$ cat src/rtl/rpa_pkg.sv
package rpa_pkg;

  // request kinds
  localparam logic [2:0] REQ_OCCUPY    = 3'd0;
  localparam logic [2:0] REQ_ASSIGN    = 3'd1;
  localparam logic [2:0] REQ_RELEASE   = 3'd2;
  localparam logic [2:0] REQ_LIST_FREE = 3'd3;
  localparam logic [2:0] REQ_LIST_HELD = 3'd4;

  // result status codes
  localparam logic [2:0] ST_OK        = 3'd0;
  localparam logic [2:0] ST_NONE_FREE = 3'd1;
  localparam logic [2:0] ST_NOT_HELD  = 3'd2;
  localparam logic [2:0] ST_BAD_UNIT  = 3'd3;
  localparam logic [2:0] ST_ENTRY     = 3'd4;
  localparam logic [2:0] ST_EMPTY     = 3'd5;

  localparam int TOKEN_W = 16;
  localparam int UNIT_W  = 8;

  // free-order queue cell control
  typedef struct packed {
    logic shift;  // take the right neighbor's entry
    logic load;   // take the broadcast insert value
  } fq_ctl_t;

  // held ring cell control
  typedef struct packed {
    logic rot;    // take the next cell's flag and token
    logic set;    // mark held, capture token
    logic clr;    // mark free
  } hc_ctl_t;

endpackage

$ cat src/rtl/room_pool_allocator_unit.sv
// Occupy, assign, release: one result, valid the cycle after the request is taken.
// Occupy then walks the whole free-order queue, one cell per cycle, busy meanwhile.
// List free walks the free order, list held the held ring (one empty result if none);
// one rotation step of the cell row per cycle, stalled while the output is full.
// Reset (rst, synchronous): every unit free in ascending order, nothing held;
// the token store is not cleared.
module room_pool_allocator_unit #(
  parameter int ROOMS      = 20,
  parameter int FIRST_ROOM = 101
) (
  input  logic        clk,
  input  logic        rst,
  input  logic        s_tvalid,
  output logic        s_tready,
  input  logic [23:0] s_tdata,   // guest_token[15:0], unit_number[23:16]
  input  logic [2:0]  s_tuser,   // req_type[2:0]
  output logic        m_tvalid,
  input  logic        m_tready,
  output logic [23:0] m_tdata,   // unit_out[7:0], guest_out[23:8]
  output logic [2:0]  m_tuser,   // status[2:0]
  output logic        m_tlast
);
  import rpa_pkg::*;

  localparam int IW = (ROOMS > 1) ? $clog2(ROOMS) : 1;
  localparam int CW = $clog2(ROOMS + 1);

  typedef enum logic [1:0] {IDLE, DROP, LFREE, LHELD} state_t;

  state_t               state;
  logic [CW-1:0]        fcnt;
  logic [CW-1:0]        step;
  logic [CW-1:0]        ent;
  logic [IW-1:0]        drop_idx;

  // request fields
  logic [2:0]           req;
  logic [TOKEN_W-1:0]   tok;
  logic [UNIT_W-1:0]    unum;
  assign req  = s_tuser;
  assign tok  = s_tdata[15:0];
  assign unum = s_tdata[23:16];

  // pool index of the request's unit
  logic [8:0]           udiff;
  logic                 in_range;
  logic [IW-1:0]        idx;
  logic                 held_at_idx;

  logic [IW-1:0]        fq_val [ROOMS];
  fq_ctl_t              fq_ctl [ROOMS];
  logic [ROOMS-1:0]     held_vec;
  logic [TOKEN_W-1:0]   hg [ROOMS];
  hc_ctl_t              hc_ctl [ROOMS];

  logic [IW-1:0]        head;
  logic                 out_free;
  logic                 accept;
  logic [CW-1:0]        held_cnt;

  assign udiff       = {1'b0, unum} - 9'(FIRST_ROOM);
  assign in_range    = !udiff[8] && (udiff < 9'(ROOMS));
  assign idx         = udiff[IW-1:0];
  assign held_at_idx = in_range && held_vec[idx];

  assign head     = fq_val[0];
  assign out_free = !m_tvalid || m_tready;
  assign s_tready = (state == IDLE) && out_free;
  assign accept   = s_tvalid && s_tready;
  assign held_cnt = CW'(ROOMS) - fcnt;

  // broadcast controls for the cell rows
  logic                 fq_shift;
  logic                 fq_ins;
  logic [CW-1:0]        fq_pos;
  logic [IW-1:0]        fq_ins_val;
  logic                 hc_rot;
  logic                 hc_set;
  logic                 hc_clr;
  logic [IW-1:0]        hc_idx;
  logic                 emit;     // a new result enters the output register

  always_comb begin
    fq_shift   = 1'b0;
    fq_ins     = 1'b0;
    fq_pos     = fcnt - CW'(1);
    fq_ins_val = head;
    hc_rot     = 1'b0;
    hc_set     = 1'b0;
    hc_clr     = 1'b0;
    hc_idx     = idx;
    emit       = 1'b0;
    unique case (state)
      IDLE: begin
        if (accept) begin
          case (req)
            REQ_OCCUPY: begin
              emit   = 1'b1;
              hc_set = in_range && !held_at_idx;
            end
            REQ_ASSIGN: begin
              emit = 1'b1;
              if (fcnt != '0) begin
                fq_shift = 1'b1;
                hc_set   = 1'b1;
                hc_idx   = head;
              end
            end
            REQ_RELEASE: begin
              emit = 1'b1;
              if (held_at_idx && fcnt < CW'(ROOMS)) begin
                fq_ins     = 1'b1;
                fq_pos     = fcnt;
                fq_ins_val = idx;
                hc_clr     = 1'b1;
              end
            end
            REQ_LIST_FREE: begin
              emit = (fcnt == '0);
            end
            REQ_LIST_HELD: begin
              emit = (fcnt == CW'(ROOMS));
            end
            default: ;
          endcase
        end
      end
      DROP: begin
        // rotate head to tail, dropping the occupied unit
        fq_shift = 1'b1;
        fq_ins   = (head != drop_idx);
      end
      LFREE: begin
        fq_shift = out_free;
        fq_ins   = out_free;
        emit     = out_free;
      end
      LHELD: begin
        hc_rot = out_free;
        emit   = out_free && held_vec[0];
      end
      default: ;
    endcase
  end

  // cell rows: free-order queue and held ring
  for (genvar i = 0; i < ROOMS; i++) begin : g_cell
    localparam int RN = (i == ROOMS - 1) ? i : i + 1;
    localparam int HN = (i == ROOMS - 1) ? 0 : i + 1;

    assign fq_ctl[i].shift = fq_shift;
    assign fq_ctl[i].load  = fq_ins && (fq_pos == CW'(i));
    assign hc_ctl[i].rot   = hc_rot;
    assign hc_ctl[i].set   = hc_set && (hc_idx == IW'(i));
    assign hc_ctl[i].clr   = hc_clr && (hc_idx == IW'(i));

    rpa_free_cell #(.W(IW)) u_free (
      .clk       (clk),
      .rst       (rst),
      .init_val  (IW'(i)),
      .ctl       (fq_ctl[i]),
      .right_val (fq_val[RN]),
      .ins_val   (fq_ins_val),
      .val       (fq_val[i])
    );

    rpa_held_cell u_held (
      .clk        (clk),
      .rst        (rst),
      .ctl        (hc_ctl[i]),
      .next_flag  (held_vec[HN]),
      .next_guest (hg[HN]),
      .tok        (tok),
      .flag       (held_vec[i]),
      .guest      (hg[i])
    );
  end

  // sequencer and output register
  always_ff @(posedge clk) begin
    if (rst) begin
      state    <= IDLE;
      fcnt     <= CW'(ROOMS);
      step     <= '0;
      ent      <= '0;
      m_tvalid <= 1'b0;
    end else begin
      // output valid: set by a new result, dropped once taken
      if (emit) begin
        m_tvalid <= 1'b1;
      end else if (m_tready) begin
        m_tvalid <= 1'b0;
      end
      unique case (state)
        IDLE: begin
          if (accept) begin
            case (req)
              REQ_OCCUPY: begin
                m_tlast  <= 1'b1;
                if (in_range && !held_at_idx) begin
                  m_tuser  <= ST_OK;
                  m_tdata  <= {16'd0, unum};
                  drop_idx <= idx;
                  step     <= fcnt;
                  state    <= DROP;
                end else begin
                  m_tuser <= ST_BAD_UNIT;
                  m_tdata <= '0;
                end
              end
              REQ_ASSIGN: begin
                m_tlast  <= 1'b1;
                if (fcnt != '0) begin
                  m_tuser <= ST_OK;
                  m_tdata <= {16'd0, 8'(FIRST_ROOM) + 8'(head)};
                  fcnt    <= fcnt - CW'(1);
                end else begin
                  m_tuser <= ST_NONE_FREE;
                  m_tdata <= '0;
                end
              end
              REQ_RELEASE: begin
                m_tlast  <= 1'b1;
                if (held_at_idx && fcnt < CW'(ROOMS)) begin
                  m_tuser <= ST_OK;
                  m_tdata <= {16'd0, unum};
                  fcnt    <= fcnt + CW'(1);
                end else begin
                  m_tuser <= ST_NOT_HELD;
                  m_tdata <= '0;
                end
              end
              REQ_LIST_FREE: begin
                if (fcnt == '0) begin
                  m_tlast  <= 1'b1;
                  m_tuser  <= ST_EMPTY;
                  m_tdata  <= '0;
                end else begin
                  step  <= '0;
                  state <= LFREE;
                end
              end
              REQ_LIST_HELD: begin
                if (fcnt == CW'(ROOMS)) begin
                  m_tlast  <= 1'b1;
                  m_tuser  <= ST_EMPTY;
                  m_tdata  <= '0;
                end else begin
                  step  <= '0;
                  ent   <= '0;
                  state <= LHELD;
                end
              end
              default: ;
            endcase
          end
        end
        DROP: begin
          if (head == drop_idx) begin
            fcnt <= fcnt - CW'(1);
          end
          step <= step - CW'(1);
          if (step == CW'(1)) begin
            state <= IDLE;
          end
        end
        LFREE: begin
          if (out_free) begin
            m_tuser  <= ST_ENTRY;
            m_tdata  <= {16'd0, 8'(FIRST_ROOM) + 8'(head)};
            m_tlast  <= (step == fcnt - CW'(1));
            step     <= step + CW'(1);
            if (step == fcnt - CW'(1)) begin
              state <= IDLE;
            end
          end
        end
        LHELD: begin
          if (out_free) begin
            if (held_vec[0]) begin
              m_tuser  <= ST_ENTRY;
              m_tdata  <= {hg[0], 8'(FIRST_ROOM) + 8'(step)};
              m_tlast  <= (ent == held_cnt - CW'(1));
              ent      <= ent + CW'(1);
            end
            step <= step + CW'(1);
            if (step == CW'(ROOMS - 1)) begin
              state <= IDLE;
            end
          end
        end
        default: ;
      endcase
    end
  end

  // every unit is either held or in the free order
  a_pool_balance: assert property (@(posedge clk) disable iff (rst)
    (state != DROP) |-> ($countones(held_vec) + int'(fcnt) == ROOMS))
    else $error("held and free counts do not cover the pool");

  // free count never exceeds the pool
  a_fcnt_range: assert property (@(posedge clk) disable iff (rst)
    fcnt <= CW'(ROOMS))
    else $error("free count out of range");

  // held listing never emits more entries than units held
  a_held_entries: assert property (@(posedge clk) disable iff (rst)
    (state == LHELD) |-> (ent <= held_cnt))
    else $error("held list ran past held count");

  // an occupy that succeeds leaves the sequencer walking the free order
  a_occupy_walk: assert property (@(posedge clk) disable iff (rst)
    (accept && req == REQ_OCCUPY && in_range && !held_at_idx) |=> (state == DROP))
    else $error("occupy did not start the free-order walk");

endmodule

$ cat src/rtl/rpa_free_cell.sv
module rpa_free_cell #(
  parameter int W = 5
) (
  input  logic            clk,
  input  logic            rst,
  input  logic [W-1:0]    init_val,
  input  rpa_pkg::fq_ctl_t ctl,
  input  logic [W-1:0]    right_val,
  input  logic [W-1:0]    ins_val,
  output logic [W-1:0]    val
);

  // one free-order slot: insert wins over shift
  always_ff @(posedge clk) begin
    if (rst) begin
      val <= init_val;
    end else if (ctl.load) begin
      val <= ins_val;
    end else if (ctl.shift) begin
      val <= right_val;
    end
  end

endmodule

$ cat src/rtl/rpa_held_cell.sv
module rpa_held_cell (
  input  logic                          clk,
  input  logic                          rst,
  input  rpa_pkg::hc_ctl_t              ctl,
  input  logic                          next_flag,
  input  logic [rpa_pkg::TOKEN_W-1:0]   next_guest,
  input  logic [rpa_pkg::TOKEN_W-1:0]   tok,
  output logic                          flag,
  output logic [rpa_pkg::TOKEN_W-1:0]   guest
);

  // held flag, cleared by reset
  always_ff @(posedge clk) begin
    if (rst) begin
      flag <= 1'b0;
    end else if (ctl.set) begin
      flag <= 1'b1;
    end else if (ctl.clr) begin
      flag <= 1'b0;
    end else if (ctl.rot) begin
      flag <= next_flag;
    end
  end

  // guest token, meaningful only while held
  always_ff @(posedge clk) begin
    if (ctl.set) begin
      guest <= tok;
    end else if (ctl.rot) begin
      guest <= next_guest;
    end
  end

endmodule

$ cat config.mk
export PLATFORM = sky130hd
export DESIGN_NAME = room_pool_allocator_unit
export DESIGN_NICKNAME = d
export VERILOG_FILES = /design/src/rtl/rpa_pkg.sv /design/src/rtl/room_pool_allocator_unit.sv /design/src/rtl/rpa_free_cell.sv /design/src/rtl/rpa_held_cell.sv
export SDC_FILE = /design/constraint.sdc
export NUM_CORES = 1
export LEC_CHECK = 0
export BUFFER_PORTS_ARGS = -buffer_cell sky130_fd_sc_hd__buf_2
export CAP_MARGIN = 20
export CORE_MARGIN = 2
export CORE_UTILIZATION = 38
export CTS_BUF_LIST = sky130_fd_sc_hd__clkbuf_4
export DETAILED_ROUTE_END_ITERATION = 10
export PLACE_DENSITY = 0.62
export SLEW_MARGIN = 5
export SYNTH_ARGS = -nofsm -noshare
export SYNTH_HDL_FRONTEND = slang
export SYNTH_SLANG_ARGS = --single-unit
export TNS_END_PERCENT = 50
$ cat constraint.sdc
create_clock -name clk -period 13.05 [get_ports clk]
set_input_delay 2.61 -clock clk [delete_from_list [all_inputs] [get_ports clk]]
set_output_delay 2.61 -clock clk [all_outputs]
set_load 0.05 [all_outputs]
==> summary.txt <==
Logic synthesis
  • Top_reg_cell synth: edfxtp_1
  • Seq/Total Area, Yosys: 56.55%
  • Yosys top cell by area: edfxtp_1
  • Yosys top cell area share: 44.86%
  • Synth area leaders: edfxtp_1, mux2_2, dfxtp_1
  • Synth cell types: 72
  • Ys async rst share: 0%
  • Gate Count Post-Synth: 1864
  • Post-synth net total: 1907
  • Post-synth EDFFs: 353
  • Cell Area, Synth: 23630 sq um
  • Synth Register Bits: 491
  • Yosys warning count: 0
  • Syn_area_per_cell: 12.68 sq um

Timing
  • Sum of negative setup slack: 0 ps
  • Final setup margin: 6857 ps
  • Max-slew violation count: 0
  • Worst slew pin tran: 1045 ps
  • Max Clock Freq: 161.5 MHz
  • Worst clock skew: 49.68 ps
  • RSZ-0062 raised after global routing: no
  • Final setup viols: 0
  • Hold Fails Final Rpt: 0
  • Fin crit share: 47.46%
  • Final min period: 6193 ps
  • Worst slew margin: 29.66%

Power and ir drop
  • Peak VDD IR: 0.07764 mV
  • NetSw: 0.0009185 W
  • Sw Ratio: 26.31%
  • P per Cell Area: 132.9 nW/um^2
  • Internal: 0.002572 W
  • Logic pwr share: 9.1%
  • Leakage: 9.278 nW
  • Clock power share: 41.3%
  • Register share of total power: 49.6%

Clock tree
  • Clock Latency Late Sink: 960 ps
  • Clk sinks: 491
  • Clk slew on worst S/H paths: 60 ps
  • H-tree depth: 4
  • Clock buffer depth: 3
  • Resized Gates After CTS: 0
  • CTS root buf: clkbuf_4
  • CTS tree: yes
  • Post-CTS Hold Buffers: 0
  • Post-CTS Setup Bufs: 0
  • Cts bufs inserted: 134

Detailed routing
  • Final wirelength: 60.36 mm
  • ANT nets after route: 0
  • Vias per inst: 5.415
  • DRC: 0
  • DR WL/cell: 21.06 um
  • Initial DRC count: 1345
  • Via count: 15520
  • Drt first pass iters: 5

Floorplanning
  • Row cnt: 91
  • Full die area: 64200 sq um
  • Die X: 253.4 um
  • Initial Util: 38.36%
  • Core Area: 61600 sq um
  • Die height: 253.4 um
  • Num ports: 61

Global routing
  • Largest net degree at the start of global routing: 96
  • Global Route Usage Sum: 18.89%
  • Initial antenna violation count: 5
  • Vias in the first global route: 15680
  • First-pass GRT wire length: 92.14 mm
  • Gr ovfl total: 0

Finish
  • NumNets Final: 1964
  • Filler Cell Count: 5616
  • Final core utilization: 42.65%
  • Area growth, synth to finish: 11.18%
  • Share of layout cells above drive strength 1: 28.55%

Critical path
  • Crit path DAT: 6760 ps
  • R2r setup slk: 7910 ps
  • Reg2reg end: g_cell[1].u_held.guest[8]$_DFFE_PP_
  • Startpoint Class: primary input
  • Worst r2r path cells: 10
  • Critical Path Fanout Max: 20
  • CP Data Required Time: 13610 ps
  • Critical path class: primary input to flop
  • Reg2reg start: fcnt[0]$_SDFFE_PP0P_
  • CP endpoint kind: flop

Job
  • MaxCap Viol Count: 0

Min path
  • Hold Path Stages: 2
  • Hold Crit Endpoint: g_cell[19].u_free.val[1]$_SDFFE_PP1P_
  • Hold_sp: g_cell[19].u_free.val[1]$_SDFFE_PP1P_
  • Hold WC Path Type: flop to flop

Place
  • Placed wire-length estimate: 37.68 mm
  • Port Buf Inserts: 60
  • Final GP Congestion: 0.8797
  • Pre-CTS WS: 5946 ps

Run status
  • Status: finished, final reports clean
## cells in the mapped netlist, drive strengths merged (18+ instances only)
master and count:
nand2 202, and2 36, dfxtp 138, nor2 48, and3 23, a21oi 104, a211oi 34, nor3 18
inv 20, clkbuf 108, nand3 42, mux2i 44, o21ai 59, mux2 408, edfxtp 353, buf 42
xnor2 25
## critical path, stage by stage
cell and delay (ps):
buf_2 350, inv_1 200, ha_1 360, or3b_1 400, a2111oi_2 430, o21ai_1 160, nand4bb_2 290, nand2_2 150
o31ai_4 230, buf_4 540, nand3_4 350, nand2_1 640
## worst max-delay path by stage
stage | from | endpoint | slack [ps] | cells after the start
6_report | s_tdata[16] | g_cell[11].u_held.guest[0]$_DFFE_PP_ | 6860 | 12
5_1_grt | s_tdata[16] | g_cell[4].u_held.guest[7]$_DFFE_PP_ | 6650 | 12
4_1_cts | s_tdata[16] | g_cell[11].u_held.guest[0]$_DFFE_PP_ | 6950 | 12
3_5_place_dp | s_tdata[16] | g_cell[11].u_held.guest[5]$_DFFE_PP_ | 5950 | 12
3_3_place_gp | s_tdata[16] | g_cell[1].u_held.guest[15]$_DFFE_PP_ | 6000 | 12
2_1_floorplan | s_tdata[16] | g_cell[0].u_held.guest[0]$_DFFE_PP_ | 6830 | 15
## cells by family after synthesis
family / share of synthesized area [%]
compound gates: 7.153
xor+xnor: 1.366
fa+ha+maj: 0.6353
buf+inv: 2.928
flops: 56.55
mux: 21.78
simple gates: 9.589
## stage by stage
step | total power [W] | hold WS, ps | cell area (sq um) | cells
2_1_floorplan | 0.001984 | 469.3 | 23630 | 1864
5_1_grt | 0.003641 | 538.4 | 26270 | 2865
3_3_place_gp | 0.002073 | 490.5 | 24490 | 2622
6_report | 0.003491 | 509.9 | 26270 | 2866
3_5_place_dp | 0.002078 | 497.3 | 24490 | 2622
4_1_cts | 0.003529 | 508.1 | 26250 | 2858
## sequential cells by signal, indices dropped and copies added (netlist names)
signal	flops
fcnt	5
m_tvalid	1
drop_idx	5
m_tuser	3
g_cell.u_held.guest	320
g_cell.u_held.flag	20
ent	5
g_cell.u_free.val	100
m_tlast	1
step	5
m_tdata	24
state	2
## cell usage in the layout (no fill, tap or decap), types with 18 or more instances in the layout
cell type | netlist | final
a211oi_1 | 34 | 34
a21oi_1 | 104 | 104
and2_1 | 34 | 34
and3_1 | 23 | 23
buf_2 | 28 | 59
clkbuf_4 | 0 | 190
clkinv_1 | 1 | 24
dfxtp_1 | 138 | 137
edfxtp_1 | 353 | 353
inv_1 | 20 | 20
mux2_1 | 160 | 160
mux2_2 | 248 | 248
mux2i_1 | 44 | 44
nand2_1 | 201 | 201
nand3_1 | 22 | 21
nand3_4 | 20 | 20
nor2_1 | 47 | 47
nor3_1 | 18 | 18
o21ai_0 | 50 | 50
xnor2_1 | 24 | 24
## metal layers
| metal | share of wire, % | vias up | GRT usage [%] | wire length, um |
|---|---|---|---|---|
| li1 | - | 7119 | - | - |
| met1 | 44 | 7661 | 24.96 | 26740 |
| met2 | 45 | 607 | 29.25 | 27260 |
| met3 | 7.8 | 131 | 4.780 | 4711 |
| met4 | 2.7 | 2 | 8.335 | 1632 |
| met5 | 0.022 | - | 0 | 13 |
## power groups by stage
stage | Clock, W | Sequential, W | Combinational (W)
after floorplan | 0 | 0.00176 | 0.000219
after global placement | 0 | 0.00176 | 0.000310
after detailed placement | 0 | 0.00176 | 0.000314
after CTS | 0.00148 | 0.00173 | 0.000316
after global routing | 0.00156 | 0.00173 | 0.000344
final | 0.00144 | 0.00173 | 0.000318
## area by class of cell
class,instances,area (sq um),area share (%)
flip-flops and latches,491,13360,50.87
clock inverters,46,336.6,1.281
inverters,21,78.83,0.3000
well taps,837,1047,3.986
clock buffers,190,1426,5.429
multi-input cells,1202,9614,36.59
repair buffers,71,385.4,1.467
diodes,8,20.02,0.07620
Note: power is estimated with default switching activity, not from simulation.
